$ cat src/glb_container_chunk_parser_top_assert.svh
// Assertion macros for the container chunk parser.
`ifndef GLB_CONTAINER_CHUNK_PARSER_TOP_ASSERT_SVH
`define GLB_CONTAINER_CHUNK_PARSER_TOP_ASSERT_SVH

// Check a property on every clock edge outside reset.
`define GCCP_ASSERT(lbl, prop, msg) \
   lbl: assert property (@(posedge clock) disable iff (reset) prop) else $error(msg);

// Check a property on every clock edge, reset included.
`define GCCP_ASSERT_RST(lbl, prop, msg) \
   lbl: assert property (@(posedge clock) prop) else $error(msg);

`endif

$ cat src/gccp_pkg.sv
// ----------------------------------------------------------------------------
// gccp_pkg
// Types and constants shared by the container chunk parser modules.
// ----------------------------------------------------------------------------
`default_nettype none

package gccp_pkg;

   localparam int LENGTH_BITS = 32;
   localparam int WIDE_BITS   = ((LENGTH_BITS > 32) ? LENGTH_BITS : 32) + 1;

   localparam logic [31:0] GLB_MAGIC     = 32'h4654_6c67;
   localparam logic [31:0] GLB_VERSION   = 32'h0000_0002;
   localparam logic [31:0] TYPE_JSON     = 32'h4e4f_534a;
   localparam logic [31:0] TYPE_BIN      = 32'h004e_4942;
   localparam int          MIN_FILE_BYTES = 20;
   localparam int          HEADER_BYTES   = 12;

   localparam logic [1:0] KIND_NONE  = 2'd0;
   localparam logic [1:0] KIND_JSON  = 2'd1;
   localparam logic [1:0] KIND_BIN   = 2'd2;
   localparam logic [1:0] KIND_OTHER = 2'd3;

   localparam logic [2:0] ST_OK      = 3'd0;
   localparam logic [2:0] ST_HEADER  = 3'd1;
   localparam logic [2:0] ST_TRUNC   = 3'd2;
   localparam logic [2:0] ST_RANGE   = 3'd3;
   localparam logic [2:0] ST_FIRST   = 3'd4;
   localparam logic [2:0] ST_DUPJSON = 3'd5;
   localparam logic [2:0] ST_BIN     = 3'd6;

   localparam logic [2:0] IDX_LENGTH_DONE = 3'd3;
   localparam logic [2:0] IDX_TYPE_DONE   = 3'd7;

   typedef struct packed {
      logic [7:0] data_byte;
      logic       last_byte;
   } req_type;

   typedef struct packed {
      logic [7:0] payload_byte;
      logic [1:0] payload_kind;
      logic       unknown_chunk_warning;
      logic       done_res;
      logic [2:0] status;
      logic       has_bin_chunk;
   } rsp_type;

endpackage

`default_nettype wire

$ cat src/gccp_core.sv
// ----------------------------------------------------------------------------
// gccp_core
// Parser state and per-beat next-state and result logic.
// ----------------------------------------------------------------------------
`default_nettype none

module gccp_core (
   input  wire             clock,
   input  wire             reset,
   input  wire             accept,
   input  gccp_pkg::req_type req_data,
   output gccp_pkg::rsp_type result
);
   import gccp_pkg::*;

   logic [LENGTH_BITS-1:0] byte_counter_ff, byte_counter_in;
   logic [31:0]            declared_total_ff, declared_total_in;
   logic [31:0]            word_assembler_ff, word_assembler_in;
   logic [1:0]             header_fields_ok_ff, header_fields_ok_in;
   logic                   in_payload_ff, in_payload_in;
   logic [2:0]             chunk_header_index_ff, chunk_header_index_in;
   logic [31:0]            chunk_length_ff, chunk_length_in;
   logic [1:0]             chunk_kind_ff, chunk_kind_in;
   logic [31:0]            payload_remaining_ff, payload_remaining_in;
   logic [1:0]             chunk_ordinal_ff, chunk_ordinal_in;
   logic                   bin_seen_ff, bin_seen_in;
   logic [2:0]             held_error_ff, held_error_in;

   logic                   saturated;
   logic [31:0]            chunk_type;
   logic [WIDE_BITS-1:0]   cursor;
   logic [WIDE_BITS-1:0]   declared_wide;
   logic [WIDE_BITS-1:0]   room;
   logic [2:0]             chunk_err;
   logic [1:0]             new_kind;
   logic [1:0]             kind;
   logic                   warn;
   logic [2:0]             status;
   logic                   has_bin;

   assign saturated     = &byte_counter_ff;
   assign chunk_type    = {req_data.data_byte, word_assembler_ff[31:8]};
   assign cursor        = WIDE_BITS'(byte_counter_ff) + WIDE_BITS'(1);
   assign declared_wide = WIDE_BITS'(declared_total_ff);
   assign room          = (declared_wide > cursor) ? (declared_wide - cursor) : '0;

   always_comb begin
      chunk_err = ST_OK;
      new_kind  = KIND_OTHER;
      if ((chunk_length_ff[1:0] != 2'b00) || (WIDE_BITS'(chunk_length_ff) > room)) begin
         chunk_err = ST_RANGE;
      end else if (chunk_ordinal_ff == 2'd0) begin
         if ((chunk_type != TYPE_JSON) || (chunk_length_ff == 32'd0)) begin
            chunk_err = ST_FIRST;
         end
         new_kind = KIND_JSON;
      end else if (chunk_type == TYPE_JSON) begin
         chunk_err = ST_DUPJSON;
      end else if (chunk_type == TYPE_BIN) begin
         if ((chunk_ordinal_ff != 2'd1) || bin_seen_ff) begin
            chunk_err = ST_BIN;
         end
         new_kind = KIND_BIN;
      end
   end

   always_comb begin
      byte_counter_in       = byte_counter_ff;
      declared_total_in     = declared_total_ff;
      word_assembler_in     = word_assembler_ff;
      header_fields_ok_in   = header_fields_ok_ff;
      in_payload_in         = in_payload_ff;
      chunk_header_index_in = chunk_header_index_ff;
      chunk_length_in       = chunk_length_ff;
      chunk_kind_in         = chunk_kind_ff;
      payload_remaining_in  = payload_remaining_ff;
      chunk_ordinal_in      = chunk_ordinal_ff;
      bin_seen_in           = bin_seen_ff;
      held_error_in         = held_error_ff;
      kind                  = KIND_NONE;
      warn                  = 1'b0;
      status                = ST_OK;
      has_bin               = 1'b0;

      if (!saturated) begin
         word_assembler_in = chunk_type;
         if (byte_counter_ff < LENGTH_BITS'(HEADER_BYTES)) begin
            if ((byte_counter_ff == LENGTH_BITS'(3)) && (word_assembler_in == GLB_MAGIC)) begin
               header_fields_ok_in[0] = 1'b1;
            end
            if ((byte_counter_ff == LENGTH_BITS'(7)) && (word_assembler_in == GLB_VERSION)) begin
               header_fields_ok_in[1] = 1'b1;
            end
            if (byte_counter_ff == LENGTH_BITS'(11)) begin
               declared_total_in = word_assembler_in;
            end
         end else if (held_error_ff == ST_OK) begin
            if (in_payload_ff) begin
               kind                 = chunk_kind_ff;
               payload_remaining_in = payload_remaining_ff - 32'd1;
               if (payload_remaining_ff == 32'd1) begin
                  in_payload_in = 1'b0;
               end
            end else begin
               if (chunk_header_index_ff == IDX_LENGTH_DONE) begin
                  chunk_length_in = word_assembler_in;
               end
               if (chunk_header_index_ff == IDX_TYPE_DONE) begin
                  if (chunk_err != ST_OK) begin
                     held_error_in = chunk_err;
                  end else begin
                     if (new_kind == KIND_BIN) begin
                        bin_seen_in = 1'b1;
                     end
                     warn          = (new_kind == KIND_OTHER);
                     chunk_kind_in = new_kind;
                     if (chunk_ordinal_ff != 2'd2) begin
                        chunk_ordinal_in = chunk_ordinal_ff + 2'd1;
                     end
                     if (chunk_length_ff != 32'd0) begin
                        in_payload_in        = 1'b1;
                        payload_remaining_in = chunk_length_ff;
                     end
                  end
               end
               chunk_header_index_in = chunk_header_index_ff + 3'd1;
            end
         end
         byte_counter_in = byte_counter_ff + LENGTH_BITS'(1);
      end

      if (req_data.last_byte) begin
         if (saturated || (cursor < WIDE_BITS'(MIN_FILE_BYTES)) ||
             (header_fields_ok_in != 2'b11) ||
             (WIDE_BITS'(declared_total_in) != cursor)) begin
            status = ST_HEADER;
         end else if (held_error_in != ST_OK) begin
            status = held_error_in;
         end else if (chunk_header_index_in != 3'd0) begin
            status = ST_TRUNC;
         end else begin
            has_bin = bin_seen_in;
         end
         byte_counter_in       = '0;
         declared_total_in     = '0;
         word_assembler_in     = '0;
         header_fields_ok_in   = '0;
         in_payload_in         = 1'b0;
         chunk_header_index_in = '0;
         chunk_length_in       = '0;
         chunk_kind_in         = KIND_NONE;
         payload_remaining_in  = '0;
         chunk_ordinal_in      = '0;
         bin_seen_in           = 1'b0;
         held_error_in         = ST_OK;
      end
   end

   assign result.payload_byte          = req_data.data_byte;
   assign result.payload_kind          = kind;
   assign result.unknown_chunk_warning = warn;
   assign result.done_res              = req_data.last_byte;
   assign result.status                = status;
   assign result.has_bin_chunk         = has_bin;

   always_ff @(posedge clock) begin
      if (reset) begin
         byte_counter_ff       <= '0;
         declared_total_ff     <= '0;
         word_assembler_ff     <= '0;
         header_fields_ok_ff   <= '0;
         in_payload_ff         <= 1'b0;
         chunk_header_index_ff <= '0;
         chunk_length_ff       <= '0;
         chunk_kind_ff         <= KIND_NONE;
         payload_remaining_ff  <= '0;
         chunk_ordinal_ff      <= '0;
         bin_seen_ff           <= 1'b0;
         held_error_ff         <= ST_OK;
      end else if (accept) begin
         byte_counter_ff       <= byte_counter_in;
         declared_total_ff     <= declared_total_in;
         word_assembler_ff     <= word_assembler_in;
         header_fields_ok_ff   <= header_fields_ok_in;
         in_payload_ff         <= in_payload_in;
         chunk_header_index_ff <= chunk_header_index_in;
         chunk_length_ff       <= chunk_length_in;
         chunk_kind_ff         <= chunk_kind_in;
         payload_remaining_ff  <= payload_remaining_in;
         chunk_ordinal_ff      <= chunk_ordinal_in;
         bin_seen_ff           <= bin_seen_in;
         held_error_ff         <= held_error_in;
      end
   end

endmodule

`default_nettype wire

$ cat src/gccp_out_reg.sv
// ----------------------------------------------------------------------------
// gccp_out_reg
// Result register with the valid/stall handshake toward the consumer.
// ----------------------------------------------------------------------------
`default_nettype none

module gccp_out_reg (
   input  wire               clock,
   input  wire               reset,
   input  wire               req_valid,
   output logic              req_stall,
   output logic              accept,
   input  gccp_pkg::rsp_type result,
   output logic              rsp_valid,
   input  wire               rsp_stall,
   output gccp_pkg::rsp_type rsp_data
);
   import gccp_pkg::*;

   logic    rsp_valid_ff, rsp_valid_in;
   rsp_type rsp_data_ff, rsp_data_in;

   // Hold the beat while the consumer stalls.
   assign req_stall = rsp_valid_ff & rsp_stall;
   assign accept    = req_valid & ~req_stall;

   always_comb begin
      rsp_valid_in = rsp_valid_ff;
      rsp_data_in  = rsp_data_ff;
      if (accept) begin
         rsp_valid_in = 1'b1;
         rsp_data_in  = result;
      end else if (!rsp_stall) begin
         rsp_valid_in = 1'b0;
      end
   end

   always_ff @(posedge clock) begin
      if (reset) begin
         rsp_valid_ff <= 1'b0;
      end else begin
         rsp_valid_ff <= rsp_valid_in;
      end
      rsp_data_ff <= rsp_data_in;
   end

   assign rsp_valid = rsp_valid_ff;
   assign rsp_data  = rsp_data_ff;

endmodule

`default_nettype wire

$ cat src/glb_container_chunk_parser_top.sv
// ----------------------------------------------------------------------------
// glb_container_chunk_parser_top
// Streaming checker for a binary glTF container, one byte per beat.
//
//   Channel  Direction  Payload    Handshake
//   req      in         req_type   req_valid / req_stall
//   rsp      out        rsp_type   rsp_valid / rsp_stall
//
// One byte is taken per cycle while req_stall is low; its result is registered and appears in the next cycle.
// Each beat passes through one stage: state update and result register.
// req_stall rises only while a registered result is held by rsp_stall.
// Synchronous reset clears all parser state and the result valid.
// ----------------------------------------------------------------------------
`default_nettype none

`include "glb_container_chunk_parser_top_assert.svh"

module glb_container_chunk_parser_top (
   input  wire               clock,
   input  wire               reset,
   input  wire               req_valid,
   output logic              req_stall,
   input  gccp_pkg::req_type req_data,
   output logic              rsp_valid,
   input  wire               rsp_stall,
   output gccp_pkg::rsp_type rsp_data
);
   import gccp_pkg::*;

   logic    accept;
   rsp_type result;

   gccp_core u_core (
      .clock    (clock),
      .reset    (reset),
      .accept   (accept),
      .req_data (req_data),
      .result   (result)
   );

   gccp_out_reg u_out_reg (
      .clock     (clock),
      .reset     (reset),
      .req_valid (req_valid),
      .req_stall (req_stall),
      .accept    (accept),
      .result    (result),
      .rsp_valid (rsp_valid),
      .rsp_stall (rsp_stall),
      .rsp_data  (rsp_data)
   );

   `GCCP_ASSERT(a_status_on_done, (rsp_valid && (rsp_data.status != ST_OK)) |-> rsp_data.done_res, "status set on a beat that is not the last")
   `GCCP_ASSERT(a_bin_needs_ok, (rsp_valid && rsp_data.has_bin_chunk) |-> (rsp_data.done_res && (rsp_data.status == ST_OK)), "BIN flag outside an ok final beat")
   `GCCP_ASSERT(a_warn_on_header, (rsp_valid && rsp_data.unknown_chunk_warning) |-> (rsp_data.payload_kind == KIND_NONE), "warning on a payload beat")
   `GCCP_ASSERT_RST(a_reset_clears, reset |=> !rsp_valid, "result valid after reset")

endmodule

`default_nettype wire

$ cat config.mk
export PLATFORM = sky130hd
export DESIGN_NAME = glb_container_chunk_parser_top
export DESIGN_NICKNAME = d
export VERILOG_FILES = /design/src/gccp_pkg.sv /design/src/gccp_core.sv /design/src/gccp_out_reg.sv /design/src/glb_container_chunk_parser_top.sv
export VERILOG_INCLUDE_DIRS = /design/src /design/src/src
export SDC_FILE = /design/constraint.sdc
export NUM_CORES = 1
export LEC_CHECK = 0
export BUFFER_PORTS_ARGS = -buffer_cell sky130_fd_sc_hd__buf_2
export CAP_MARGIN = 5
export CORE_ASPECT_RATIO = 1.75
export CORE_MARGIN = 2
export CORE_UTILIZATION = 61
export DETAILED_ROUTE_END_ITERATION = 7
export PLACE_DENSITY = 0.87
export SYNTH_ARGS = -nofsm -noshare
export SYNTH_HDL_FRONTEND = slang
export SYNTH_SLANG_ARGS = --single-unit
$ cat constraint.sdc
create_clock -name clock -period 8.8 [get_ports clock]
set_clock_uncertainty 0.05 [all_clocks]
set_input_delay 1.32 -clock clock [delete_from_list [all_inputs] [get_ports clock]]
set_output_delay 1.32 -clock clock [all_outputs]
set_load 0.01 [all_outputs]
==> impl_metrics.ini <==
[detailed_routing]
wl_met1_mm = 14.5
drtIter0Drc = 1809
num_vias = 13100
wl_met2_mm = 20.9
routed_wl_mm = 42.5
wl_per_cell_um = 22.7
dr.max_layer_used = met4
ant_nets = 0
first_pass_iters = 7
drc = 0
viasPerCell = 7.02
met3_length_mm = 3.31

[layout]
antenna_cells = 0
final_cell_mix = nor2_1 (199), dfxtp_1 (167), nand2_1 (160)
layout_commonest_cell = nor2_1
area_delta_synth_final_pct = 6.49
final_util = 0.658
drive_above_1_share = 0.0697
final_nets = 1695

[critical_path]
reg2reg_depth = 27
reg2reg_to = u_core.payload_remaining_ff[0]
cp_top_family = simple AND/OR/NAND/NOR gates
reg2reg_setup_slack_ns = 0.75
cp-start-kind = flop
cp_slowest_cell = o41ai_1
critPathMaxFanout = 35
crit_buf_inv = 2
arrival_ns = 8.36
crit_top_cell = or3_1
crit_type = reg -> reg
r2r-start = u_core.byte_counter_ff[0]
end_kind = flop
max_stage_delay_ns = 0.89
worstPathRequired_ns = 9.11

[power]
power_leakage_nw = 5.03
p_comb_frac = 0.103
p_clk_frac = 0.417
power_frac_seq = 0.480
power_density_nw_per_um2 = 135
p_int_mw = 1.31
p_sw_mw = 0.478
peakVddDrop_mv = 0.138
switching_share = 0.268

[yosys]
syn_inst = 1642
synth_ff_type = dfxtp_1
yosysUniqueCellTypes = 78
synth_nets = 1728
synthArstFlopShare = 0
synth_warnings = 0
ys_seq_area_frac = 0.308
synth_largest_area_cell = dfxtp_1
ys_ff_latch = 183
syn_avg_cell_area_um2 = 7.57
netlist_top_cells_area = dfxtp_1 (27%), ha_1 (7.2%), nor2_1 (6.1%)
synth.cell_area_um2 = 12400
synth_edf_count = 16
synth.top_cell.area_share = 0.269

[clock_tree]
cts_tree = built
cts_resized = 0
cts_buffers = 17
cts_max_path_buffers = 2
clkTransAtPathRegs_ns = 0.07
cts_root_buf = clkbuf_16
htree_num_levels = 4
postCtsSetupBuffers = 0
cts_sinks = 183
cts_hold_buf = 0
insertion_delay_ns = 0.44

[place]
place_hpwl_mm = 30.5
gp_congestion = 1.03
io_buffers = 30

[global_routing]
grt_pass1_vias = 12200
grt_overflow = 0
antenna_found_initial = 0
grt_first_pass_wirelength_mm = 65.3
grt_usage = 0.387
grt_max_degree = 98

[floorplan]
core_area_um2 = 20100
die-width_um = 112
die_y_um = 193
ioPinCount = 31
start_util = 0.618
rows = 69
die-area_um2 = 21600

[timing]
max_freq_ghz = 0.124
max_slew_margin = 0.124
fin_crit_sh = 0.915
tightest_slew_ns = 1.30
rsz0062_at_grt = no
min_period_ns = 8.05
hold_viol_final = 0
setup_viol = 0
drv_slew = 0
fin_tns_setup_ns = 0

[min_path]
hold_path_class = reg -> reg
min_delay_path_depth = 2
min_from = u_core.chunk_kind_ff[1]
hold_end = u_core.chunk_kind_ff[1]

[run_status]
status = completed

[job]
maxCapViolations = 0
-- per-stage QoR --
step                      instances  cell area (µm²)  worst slack, ns  power (mW)  hold WS [ns]
after floorplan                1642            12400             2.38       0.989         0.384
after global placement         1838            12700             1.19        1.05         0.398
final                          1870            13200            0.748        1.79         0.412
after global routing           1870            13200            0.116        1.83         0.456
after CTS                      1870            13200            0.918        1.78         0.414
after detailed placement       1838            12700            0.940        1.05         0.405
-- state kept, by name, indices dropped and copies added, names as in the netlist, 2 cells and up --
register	cells
u_core.payload_remaining_ff	32
u_core.byte_counter_ff	32
u_core.chunk_length_ff	32
u_core.word_assembler_ff	24
u_out_reg.rsp_data	16
u_core.chunk_kind_ff	2
u_core.chunk_ordinal_ff	2
u_core.declared_total_ff	32
u_core.header_fields_ok_ff	2
u_core.chunk_header_index_ff	3
u_core.held_error_ff	3
-- worst max path at each step --
stage | start | slack, ns | end | depth (start not counted)
after floorplan | u_core.byte_counter_ff[0] | 2.38 | u_out_reg.rsp_data[1] | 28
after global placement | u_core.byte_counter_ff[0] | 1.19 | u_core.payload_remaining_ff[9] | 27
after detailed placement | u_core.byte_counter_ff[0] | 0.94 | u_core.payload_remaining_ff[0] | 27
after CTS | u_core.byte_counter_ff[0] | 0.92 | u_core.payload_remaining_ff[0] | 27
after global routing | u_core.byte_counter_ff[0] | 0.12 | u_core.payload_remaining_ff[9] | 27
final | u_core.byte_counter_ff[0] | 0.75 | u_core.payload_remaining_ff[0] | 27
-- synthesized netlist by cell type, types with 10 or more instances --
cell type / instances
mux2i_1: 17
nand3_1: 86
a21o_1: 28
ha_1: 72
and4_1: 14
nor2b_1: 14
buf_2: 13
or2_2: 13
and3_1: 12
dfxtp_1: 167
nor2_1: 201
nor4_1: 42
xor2_1: 25
and2_1: 10
or3_1: 27
nand2b_1: 12
nor3_1: 64
a21oi_1: 144
nand4_1: 38
o211ai_1: 10
a211oi_1: 10
a22oi_1: 70
a221oi_1: 11
edfxtp_1: 16
inv_1: 39
o21ai_0: 64
nand2_1: 160
clkbuf_1: 85
a31oi_1: 15
xnor2_1: 48
o31ai_1: 11
-- layout make-up --
class                           instances  area, µm²
Multi-Input combinational cell       1315       8080
Fill cell                            1697       6880
Inverter                               40        150
Tap cell                              248        310
Sequential cell                       183       3820
Clock inverter                         11       97.6
Timing Repair Buffer                   52        318
Clock buffer                           21        460
-- cells by family after synthesis --
kind of cell | synth area share
simple gates | 0.284
buf+inv | 0.0452
mux | 0.0155
compound gates | 0.222
fa+ha+maj | 0.0741
flops | 0.308
xor+xnor | 0.0514
-- power groups by stage --
stage	clock network, mW	logic [mW]	registers (mW)
final	0.745	0.183	0.857
after CTS	0.747	0.175	0.856
after global routing	0.775	0.196	0.857
after global placement	0	0.171	0.875
after floorplan	0	0.115	0.874
after detailed placement	0	0.174	0.875
-- layer usage --
metal | global-route usage | up-vias
met5 | 0 | -
met4 | 0.305 | 0
met3 | 0.0647 | 254
met2 | 0.684 | 825
met1 | 0.405 | 6093
li1 | - | 5964
-- worst min-delay path, stage by stage, from the launching register on --
cell and delay, ns:
dfxtp_1 0.31, nand2_1 0.05, mux2i_1 0.05
Power figures use the tool's default switching activity.
